### src/design/wfs_pkg.sv
`timescale 1ns / 1ps

package wfs_pkg;

  localparam int MAX_TASKS = 16;
  localparam int IDX_W     = $clog2(MAX_TASKS);
  localparam int CNT_W     = $clog2(MAX_TASKS + 1);

  localparam int RT_W   = 32;
  localparam int WC_W   = 3;
  localparam int RCNT_W = 16;
  localparam int ID_W   = 16;
  localparam int WU_W   = 10;

  localparam logic OP_ADD  = 1'b0;
  localparam logic OP_TICK = 1'b1;

  typedef struct packed {
    logic [RT_W-1:0]   runtime;
    logic [WC_W-1:0]   wclass;
    logic [RCNT_W-1:0] count;
    logic [ID_W-1:0]   id;
  } entry_t;

  // Runtime advance per slice in units of 1/400 slice; the unused classes
  // (4 to 7) take the largest advance, 625.
  function automatic logic [WU_W-1:0] weight_units(input logic [WC_W-1:0] wc);
    logic [WU_W-1:0] w;
    unique case (wc)
      3'd0:    w = 10'd256;
      3'd1:    w = 10'd320;
      3'd2:    w = 10'd400;
      3'd3:    w = 10'd500;
      default: w = 10'd625;
    endcase
    return w;
  endfunction

endpackage

### src/design/wfs_table_ram.sv
`timescale 1ns / 1ps

module wfs_table_ram
  import wfs_pkg::*;
(
  input  logic             clk,
  input  logic             we,
  input  logic [IDX_W-1:0] waddr,
  input  entry_t           wdata,
  input  logic [IDX_W-1:0] raddr,
  output entry_t           rdata
);

  entry_t mem [MAX_TASKS];

  always_ff @(posedge clk) begin
    if (we) begin
      mem[waddr] <= wdata;
    end
    rdata <= mem[raddr];
  end

endmodule

### src/design/weighted_fair_scheduler_core.sv
`timescale 1ns / 1ps

// Weighted fair scheduler. Every transfer on the input channel gives exactly one
// transfer on the output channel. An add, or a tick on an empty table, has its
// result registered in the next cycle. A tick sorts the task table by virtual
// runtime with an exchange sort (one compare per cycle through the one read port
// of the table memory), charges the head task and removes it when its run count
// hits run_limit, shifting the later tasks down; a tick on a lone task goes
// straight to the charge. The input stalls for the whole tick and while a
// previous result still waits on the output.
module weighted_fair_scheduler_core
  import wfs_pkg::*;
(
  input  logic              clk,
  input  logic              rst_n,
  input  logic              cfg_we,
  input  logic [RCNT_W-1:0] cfg_wdata,
  input  logic              in_valid,
  output logic              in_stall,
  input  logic              in_operation,
  input  logic [WC_W-1:0]   in_weight_class,
  input  logic [ID_W-1:0]   in_task_id,
  output logic              out_valid,
  input  logic              out_stall,
  output logic              out_add_accepted,
  output logic              out_selected_valid,
  output logic [ID_W-1:0]   out_selected_id,
  output logic              out_finished,
  output logic              out_all_done
);

  typedef enum logic [2:0] {
    ST_IDLE, ST_LOADI, ST_CMP, ST_WRI, ST_RD0, ST_HEAD, ST_SHIFT, ST_DONE
  } state_t;

  state_t            state_r, state_nxt;
  logic [CNT_W-1:0]  live_r, live_nxt;
  logic [RCNT_W-1:0] added_r, added_nxt;
  logic [RCNT_W-1:0] fin_cnt_r, fin_cnt_nxt;
  logic [RCNT_W-1:0] run_limit_r;
  logic [IDX_W-1:0]  i_r, i_nxt;
  logic [IDX_W-1:0]  j_r, j_nxt;
  logic [IDX_W-1:0]  k_r, k_nxt;
  entry_t            cur_r, cur_nxt;
  logic [ID_W-1:0]   res_id_r, res_id_nxt;
  logic              res_fin_r, res_fin_nxt;
  logic              res_all_r, res_all_nxt;

  logic              out_valid_r, out_valid_nxt;
  logic              out_add_r, out_add_nxt;
  logic              out_sel_r, out_sel_nxt;
  logic [ID_W-1:0]   out_id_r, out_id_nxt;
  logic              out_fin_r, out_fin_nxt;
  logic              out_all_r, out_all_nxt;

  logic              mem_we;
  logic [IDX_W-1:0]  mem_waddr;
  entry_t            mem_wdata;
  logic [IDX_W-1:0]  mem_raddr;
  entry_t            mem_rdata;

  logic              out_free;
  logic              in_xfer;
  logic [CNT_W-1:0]  live_m1;
  logic [RT_W:0]     rt_sum;
  entry_t            head_upd;
  logic [RCNT_W-1:0] fin_inc;

  wfs_table_ram u_table (
    .clk   (clk),
    .we    (mem_we),
    .waddr (mem_waddr),
    .wdata (mem_wdata),
    .raddr (mem_raddr),
    .rdata (mem_rdata)
  );

  assign out_free = !out_valid_r || !out_stall;
  assign in_stall = !(state_r == ST_IDLE && out_free);
  assign in_xfer  = in_valid && !in_stall;
  assign live_m1  = live_r - CNT_W'(1);
  assign fin_inc  = fin_cnt_r + RCNT_W'(1);

  // The adder charges the head task; runtime saturates at all ones.
  always_comb begin
    rt_sum            = {1'b0, mem_rdata.runtime}
                        + (RT_W + 1)'(weight_units(mem_rdata.wclass));
    head_upd          = mem_rdata;
    head_upd.runtime  = rt_sum[RT_W] ? {RT_W{1'b1}} : rt_sum[RT_W-1:0];
    head_upd.count    = mem_rdata.count + RCNT_W'(1);
  end

  always_comb begin
    state_nxt     = state_r;
    live_nxt      = live_r;
    added_nxt     = added_r;
    fin_cnt_nxt   = fin_cnt_r;
    i_nxt         = i_r;
    j_nxt         = j_r;
    k_nxt         = k_r;
    cur_nxt       = cur_r;
    res_id_nxt    = res_id_r;
    res_fin_nxt   = res_fin_r;
    res_all_nxt   = res_all_r;
    out_valid_nxt = out_valid_r && out_stall;
    out_add_nxt   = out_add_r;
    out_sel_nxt   = out_sel_r;
    out_id_nxt    = out_id_r;
    out_fin_nxt   = out_fin_r;
    out_all_nxt   = out_all_r;
    mem_we        = 1'b0;
    mem_waddr     = '0;
    mem_wdata     = cur_r;
    mem_raddr     = '0;

    unique case (state_r)
      ST_IDLE: begin
        if (in_xfer) begin
          if (in_operation == OP_ADD || live_r == '0) begin
            // Adds and ticks on an empty table finish in this cycle.
            out_valid_nxt = 1'b1;
            out_add_nxt   = 1'b0;
            out_sel_nxt   = 1'b0;
            out_id_nxt    = '0;
            out_fin_nxt   = 1'b0;
            out_all_nxt   = 1'b0;
            if (in_operation == OP_ADD && live_r < CNT_W'(MAX_TASKS)) begin
              mem_we            = 1'b1;
              mem_waddr         = live_r[IDX_W-1:0];
              mem_wdata.runtime = '0;
              mem_wdata.wclass  = in_weight_class;
              mem_wdata.count   = '0;
              mem_wdata.id      = in_task_id;
              live_nxt          = live_r + CNT_W'(1);
              added_nxt         = added_r + RCNT_W'(1);
              out_add_nxt       = 1'b1;
            end
          end else if (live_r == CNT_W'(1)) begin
            state_nxt = ST_HEAD;
          end else begin
            i_nxt     = '0;
            state_nxt = ST_LOADI;
          end
        end
      end

      ST_LOADI: begin
        cur_nxt   = mem_rdata;
        j_nxt     = i_r + IDX_W'(1);
        mem_raddr = i_r + IDX_W'(1);
        state_nxt = ST_CMP;
      end

      // cur_r holds the running minimum for position i; a smaller entry at j
      // takes its place and the old one is written back at j.
      ST_CMP: begin
        if (cur_r.runtime > mem_rdata.runtime) begin
          mem_we    = 1'b1;
          mem_waddr = j_r;
          mem_wdata = cur_r;
          cur_nxt   = mem_rdata;
        end
        if ({1'b0, j_r} == live_m1) begin
          state_nxt = ST_WRI;
        end else begin
          j_nxt     = j_r + IDX_W'(1);
          mem_raddr = j_r + IDX_W'(1);
        end
      end

      ST_WRI: begin
        mem_we    = 1'b1;
        mem_waddr = i_r;
        mem_wdata = cur_r;
        i_nxt     = i_r + IDX_W'(1);
        if ({1'b0, i_r} + CNT_W'(2) == live_r) begin
          state_nxt = ST_RD0;
        end else begin
          mem_raddr = i_r + IDX_W'(1);
          state_nxt = ST_LOADI;
        end
      end

      ST_RD0: begin
        state_nxt = ST_HEAD;
      end

      ST_HEAD: begin
        res_id_nxt  = mem_rdata.id;
        res_fin_nxt = 1'b0;
        res_all_nxt = 1'b0;
        if (head_upd.count == run_limit_r) begin
          res_fin_nxt = 1'b1;
          res_all_nxt = (fin_inc == added_r);
          fin_cnt_nxt = fin_inc;
          if (live_r == CNT_W'(1)) begin
            live_nxt  = live_m1;
            state_nxt = ST_DONE;
          end else begin
            k_nxt     = IDX_W'(1);
            mem_raddr = IDX_W'(1);
            state_nxt = ST_SHIFT;
          end
        end else begin
          mem_we    = 1'b1;
          mem_waddr = '0;
          mem_wdata = head_upd;
          state_nxt = ST_DONE;
        end
      end

      ST_SHIFT: begin
        mem_we    = 1'b1;
        mem_waddr = k_r - IDX_W'(1);
        mem_wdata = mem_rdata;
        if ({1'b0, k_r} == live_m1) begin
          live_nxt  = live_m1;
          state_nxt = ST_DONE;
        end else begin
          k_nxt     = k_r + IDX_W'(1);
          mem_raddr = k_r + IDX_W'(1);
        end
      end

      ST_DONE: begin
        if (out_free) begin
          out_valid_nxt = 1'b1;
          out_add_nxt   = 1'b0;
          out_sel_nxt   = 1'b1;
          out_id_nxt    = res_id_r;
          out_fin_nxt   = res_fin_r;
          out_all_nxt   = res_all_r;
          state_nxt     = ST_IDLE;
        end
      end

      default: begin
        state_nxt = ST_IDLE;
      end
    endcase
  end

  always_ff @(posedge clk) begin
    if (!rst_n) begin
      state_r     <= ST_IDLE;
      live_r      <= '0;
      added_r     <= '0;
      fin_cnt_r   <= '0;
      run_limit_r <= RCNT_W'(1);
      out_valid_r <= 1'b0;
    end else begin
      state_r     <= state_nxt;
      live_r      <= live_nxt;
      added_r     <= added_nxt;
      fin_cnt_r   <= fin_cnt_nxt;
      out_valid_r <= out_valid_nxt;
      if (cfg_we) begin
        run_limit_r <= cfg_wdata;
      end
    end
    i_r       <= i_nxt;
    j_r       <= j_nxt;
    k_r       <= k_nxt;
    cur_r     <= cur_nxt;
    res_id_r  <= res_id_nxt;
    res_fin_r <= res_fin_nxt;
    res_all_r <= res_all_nxt;
    out_add_r <= out_add_nxt;
    out_sel_r <= out_sel_nxt;
    out_id_r  <= out_id_nxt;
    out_fin_r <= out_fin_nxt;
    out_all_r <= out_all_nxt;
  end

  assign out_valid          = out_valid_r;
  assign out_add_accepted   = out_add_r;
  assign out_selected_valid = out_sel_r;
  assign out_selected_id    = out_id_r;
  assign out_finished       = out_fin_r;
  assign out_all_done       = out_all_r;

`ifndef SYNTHESIS
  a_live_bound: assert property (@(posedge clk) disable iff (!rst_n)
    live_r <= CNT_W'(MAX_TASKS))
    else $error("live task count exceeds the table size");

  a_cmp_order: assert property (@(posedge clk) disable iff (!rst_n)
    state_r == ST_CMP |-> (j_r > i_r && {1'b0, j_r} < live_r))
    else $error("sort compare index out of order or out of range");

  a_result_kind: assert property (@(posedge clk) disable iff (!rst_n)
    out_valid_r |-> !(out_add_r && out_sel_r) && (!out_fin_r || out_sel_r)
                    && (!out_all_r || out_fin_r))
    else $error("inconsistent result flags");

  a_full_refused: assert property (@(posedge clk) disable iff (!rst_n)
    in_xfer && in_operation == OP_ADD && live_r == CNT_W'(MAX_TASKS)
      |=> live_r == CNT_W'(MAX_TASKS) && !out_add_r)
    else $error("add to a full table was stored");
`endif

endmodule
### config.mk
export PLATFORM = sky130hd
export DESIGN_NAME = weighted_fair_scheduler_core
export DESIGN_NICKNAME = d
export VERILOG_FILES = /design/src/design/wfs_pkg.sv /design/src/design/wfs_table_ram.sv /design/src/design/weighted_fair_scheduler_core.sv
export SDC_FILE = /design/constraint.sdc
export NUM_CORES = 2
export LEC_CHECK = 0
export BUFFER_PORTS_ARGS = -buffer_cell sky130_fd_sc_hd__clkbuf_2
export CAP_MARGIN = 5
export CELL_PAD_IN_SITES_DETAIL_PLACEMENT = 1
export CELL_PAD_IN_SITES_GLOBAL_PLACEMENT = 2
export CORE_ASPECT_RATIO = 1.75
export CORE_UTILIZATION = 45
export CTS_CLUSTER_SIZE = 30
export DETAILED_ROUTE_END_ITERATION = 8
export GPL_TIMING_DRIVEN = 1
export PLACE_DENSITY_LB_ADDON = 0.1
export SYNTH_ARGS = -nofsm -noshare
export SYNTH_HDL_FRONTEND = slang
export SYNTH_SLANG_ARGS = --single-unit
### constraint.sdc
create_clock -name clk -period 12.8 [get_ports clk]
set_clock_uncertainty 0.2 [all_clocks]
set_input_delay 2.56 -clock clk [delete_from_list [all_inputs] [get_ports clk]]
set_output_delay 2.56 -clock clk [all_outputs]
set_load 0.1 [all_outputs]
==> results.toml <==
[worst_hold_path]
min_path_type = "reg -> reg"
worstHoldStart = "u_table.rdata[61]"
whs_path_depth = 0
hold-path-endpoint = "cur_r[61]"

[yosys]
ys_seq_area_frac = 0.7080
ys.flop_type = "edfxtp_1"
synth_edf_count = 1189
yosysWarnings = 0
synthCells = 3615
syn_area_sq_um = 53930
synthesis.nets = 3706
ys_ff_latch = 1313
synthDistinctLibCells = 74
avgSynthCellArea_sq_um = 14.92
synthArstFlopShare = 0

[finish]
drive_above_1_share = 0.1591
ff_latch_area_sq_um = 38190
finalNonFillerCells = 5313
final_util = 0.5089
fin_nets = 3773
multiInputGateArea_sq_um = 14810
synthToLayoutAreaGrowth_pct = 11.98
nFillCells = 11360

[critical_path]
required_ps = 13190
crit_path_start_kind = "flip-flop"
r2r_start = "live_r[0]"
path_max_fanout = 81
critical_path.endpoint_type = "flip-flop"
ff2ff_path_depth = 13
r2r_end = "u_table.rdata[62]"
reg2reg_setup_slack_ps = 6220
crit_type = "reg -> reg"
crit_start = "live_r[0]"
critPathArrivalTime_ps = 6970

[cts]
ctsHtreeMaxLevel = 3
holdBufCountCts = 0
cts_root_buffer = "clkbuf_16"
cts_buffers = 121
cts_buffer_depth = 3
cts_tree = "yes"
clk_pin_slew_ps = 60
clkLatencyLatePin_ps = 770
postCtsSetupRepairBufs = 0
cts.sinks = 1313
post_cts_resized = 0

[floorplan]
die_w_microns = 263.7
start_util = 0.4544
fp-row-count = 167
pin_count = 63
core_area_sq_um = 118700
die_y_microns = 460.0
die_area_sq_um = 121300

[timing]
setup_tns_ps = 0
fin_crit_ps = 6577
worst_pin_slew_ps = 1204
setup_viol = 0
hold_violations = 0
max_freq_mhz = 152.1
period_share = 0.5138
maxSlewViolCount = 0
rsz0062_at_grt = "false"
relSlewSlack = 0.1972

[outcome]
status = "finished clean"

[grt]
grt_pass1_wl_microns = 230700
grt_max_degree = 135
track_usage = 0.2602
overflow = 0
grt_pass1_vias = 34690
antenna_found_initial = 5

[route]
via_count = 31990
post_drt_wl_per_cell_microns = 29.59
vias_per_cell = 6.020
drt_iter0_drc = 2390
drc_errors = 0
wl_microns = 157200
final_antenna_net_count = 0
drtPass1Iterations = 8

[place]
gp_congestion = 0.8146
dp_hpwl_microns = 92340
dp_cells = 5079
port_buffers = 62

[power]
p_per_area_nw_per_um2 = 185.5
vdd_drop_max_uv = 131.9
total_power_uw = 11200
p_leak_uw = 0.02062

[job]
cap_violations = 0
## power by group
group	internal, uW	switching [uW]
Sequential	5130	264
Combinational	633	1360
Clock	2160	1660
Total	7920	3290
## cells in the final DEF, fill, tap and decap left out, types with 11 or more instances in the layout
master | Yosys | routed
mux2_2 | 186 | 186
ha_1 | 50 | 50
nor3_1 | 26 | 23
nor4_1 | 29 | 13
nand3_1 | 249 | 249
clkbuf_16 | 0 | 123
nand2_1 | 364 | 364
a22oi_1 | 143 | 143
clkinv_1 | 0 | 11
nor2_1 | 92 | 90
o21ai_0 | 66 | 64
a21oi_1 | 72 | 72
xor2_1 | 48 | 48
and2_1 | 30 | 30
clkinv_2 | 0 | 38
and3_1 | 14 | 14
mux2i_1 | 224 | 224
inv_1 | 64 | 64
xnor2_1 | 53 | 53
dfxtp_1 | 124 | 124
a31oi_1 | 12 | 12
a32oi_1 | 66 | 66
a221o_1 | 27 | 26
a222oi_1 | 21 | 21
mux2_1 | 71 | 71
or3_1 | 19 | 19
nand4_1 | 27 | 27
clkbuf_2 | 1 | 62
clkbuf_1 | 143 | 15
edfxtp_1 | 1189 | 1189
buf_4 | 6 | 90
a21o_1 | 11 | 11
bufinv_16 | 0 | 17
nor4_2 | 0 | 16
## kinds of logic after synthesis
| kind of cell | Yosys count | share of synthesized area |
|---|---|---|
| flip-flops | 1313 | 0.7080 |
| AND/OR/NAND/NOR | 896 | 0.07793 |
| multiplexers | 491 | 0.09802 |
| AO/OA/AOI/OAI | 488 | 0.06542 |
| buffers and inverters | 275 | 0.02218 |
| XOR/XNOR | 102 | 0.01682 |
| adder cells (fa/ha/maj) | 50 | 0.01160 |
## layout make-up
class | instances | share of cell area
antenna | 1 | 0.00004143
clock buffer | 145 | 0.05349
clock inverter | 87 | 0.01664
inverter | 65 | 0.004040
multi-input combinational | 2027 | 0.2453
sequential | 1313 | 0.6323
tap | 1521 | 0.03151
timing repair buffer | 154 | 0.01674
## per-layer routing
metal / global-route usage / vias to the layer above / part of all wire
met4: 0.07099 / 0 / 0.023
met1: 0.3125 / 16990 / 0.40
met2: 0.4865 / 750 / 0.54
met5: 0 / - / 0
met3: 0.03124 / 205 / 0.040
li1: - / 14040 / -
## cell usage after synthesis, types with 66 or more instances
master / n / area, sq um
nand2_1: 364 / 1366
nand3_1: 249 / 1246
edfxtp_1: 1189 / 35700
a32oi_1: 66 / 578.1
dfxtp_1: 124 / 2482
a22oi_1: 143 / 1074
mux2i_1: 224 / 2242
o21ai_0: 66 / 330.3
mux2_1: 71 / 799.5
nor2_1: 92 / 345.3
clkbuf_1: 143 / 536.8
a21oi_1: 72 / 360.4
mux2_2: 186 / 2095
## metrics by stage
| stage | setup slack, ps | cell area (sq um) | hold slack, ps |
|---|---|---|---|
| final | 6223 | 60400 | 264.5 |
| after global routing | 5898 | 60400 | 273.2 |
| after CTS | 6226 | 60390 | 267.5 |
| after detailed placement | 6003 | 56150 | 245.6 |
| after global placement | 5928 | 56140 | 238.4 |
| after floorplan | 1808 | 53930 | 202.9 |
## worst max path at each step
stage | end | slack, ps | depth (start not counted)
after floorplan | u_table.mem[0][0] | 1810 | 7
final | u_table.rdata[62] | 6220 | 13
after CTS | u_table.rdata[62] | 6230 | 13
after detailed placement | u_table.mem[8][59] | 6000 | 10
after global placement | u_table.mem[8][14] | 5930 | 10
after global routing | u_table.rdata[62] | 5900 | 13
## state kept, by name, indices dropped and copies added, names as in the netlist
register / flops
added_r: 16
cur_r: 67
fin_cnt_r: 16
i_r: 4
j_r: 4
k_r: 4
live_r: 5
out_add_accepted: 1
out_all_done: 1
out_finished: 1
out_selected_id: 16
out_selected_valid: 1
out_valid: 1
res_all_r: 1
res_fin_r: 1
res_id_r: 16
run_limit_r: 16
state_r: 3
u_table.mem: 1072
u_table.rdata: 67
## critical path, stage by stage (launching register included)
cell and delay (ps):
dfxtp_1 690, inv_1 160, ha_1 290, nor3b_1 170, xnor2_1 350, nand4_1 220, and2_1 280, a222oi_1 680
o21a_4 710, buf_4 660, buf_4 1010, mux2_2 430, a22oi_1 170, nand3_1 200
No activity file was read; power rests on OpenSTA's default activity.
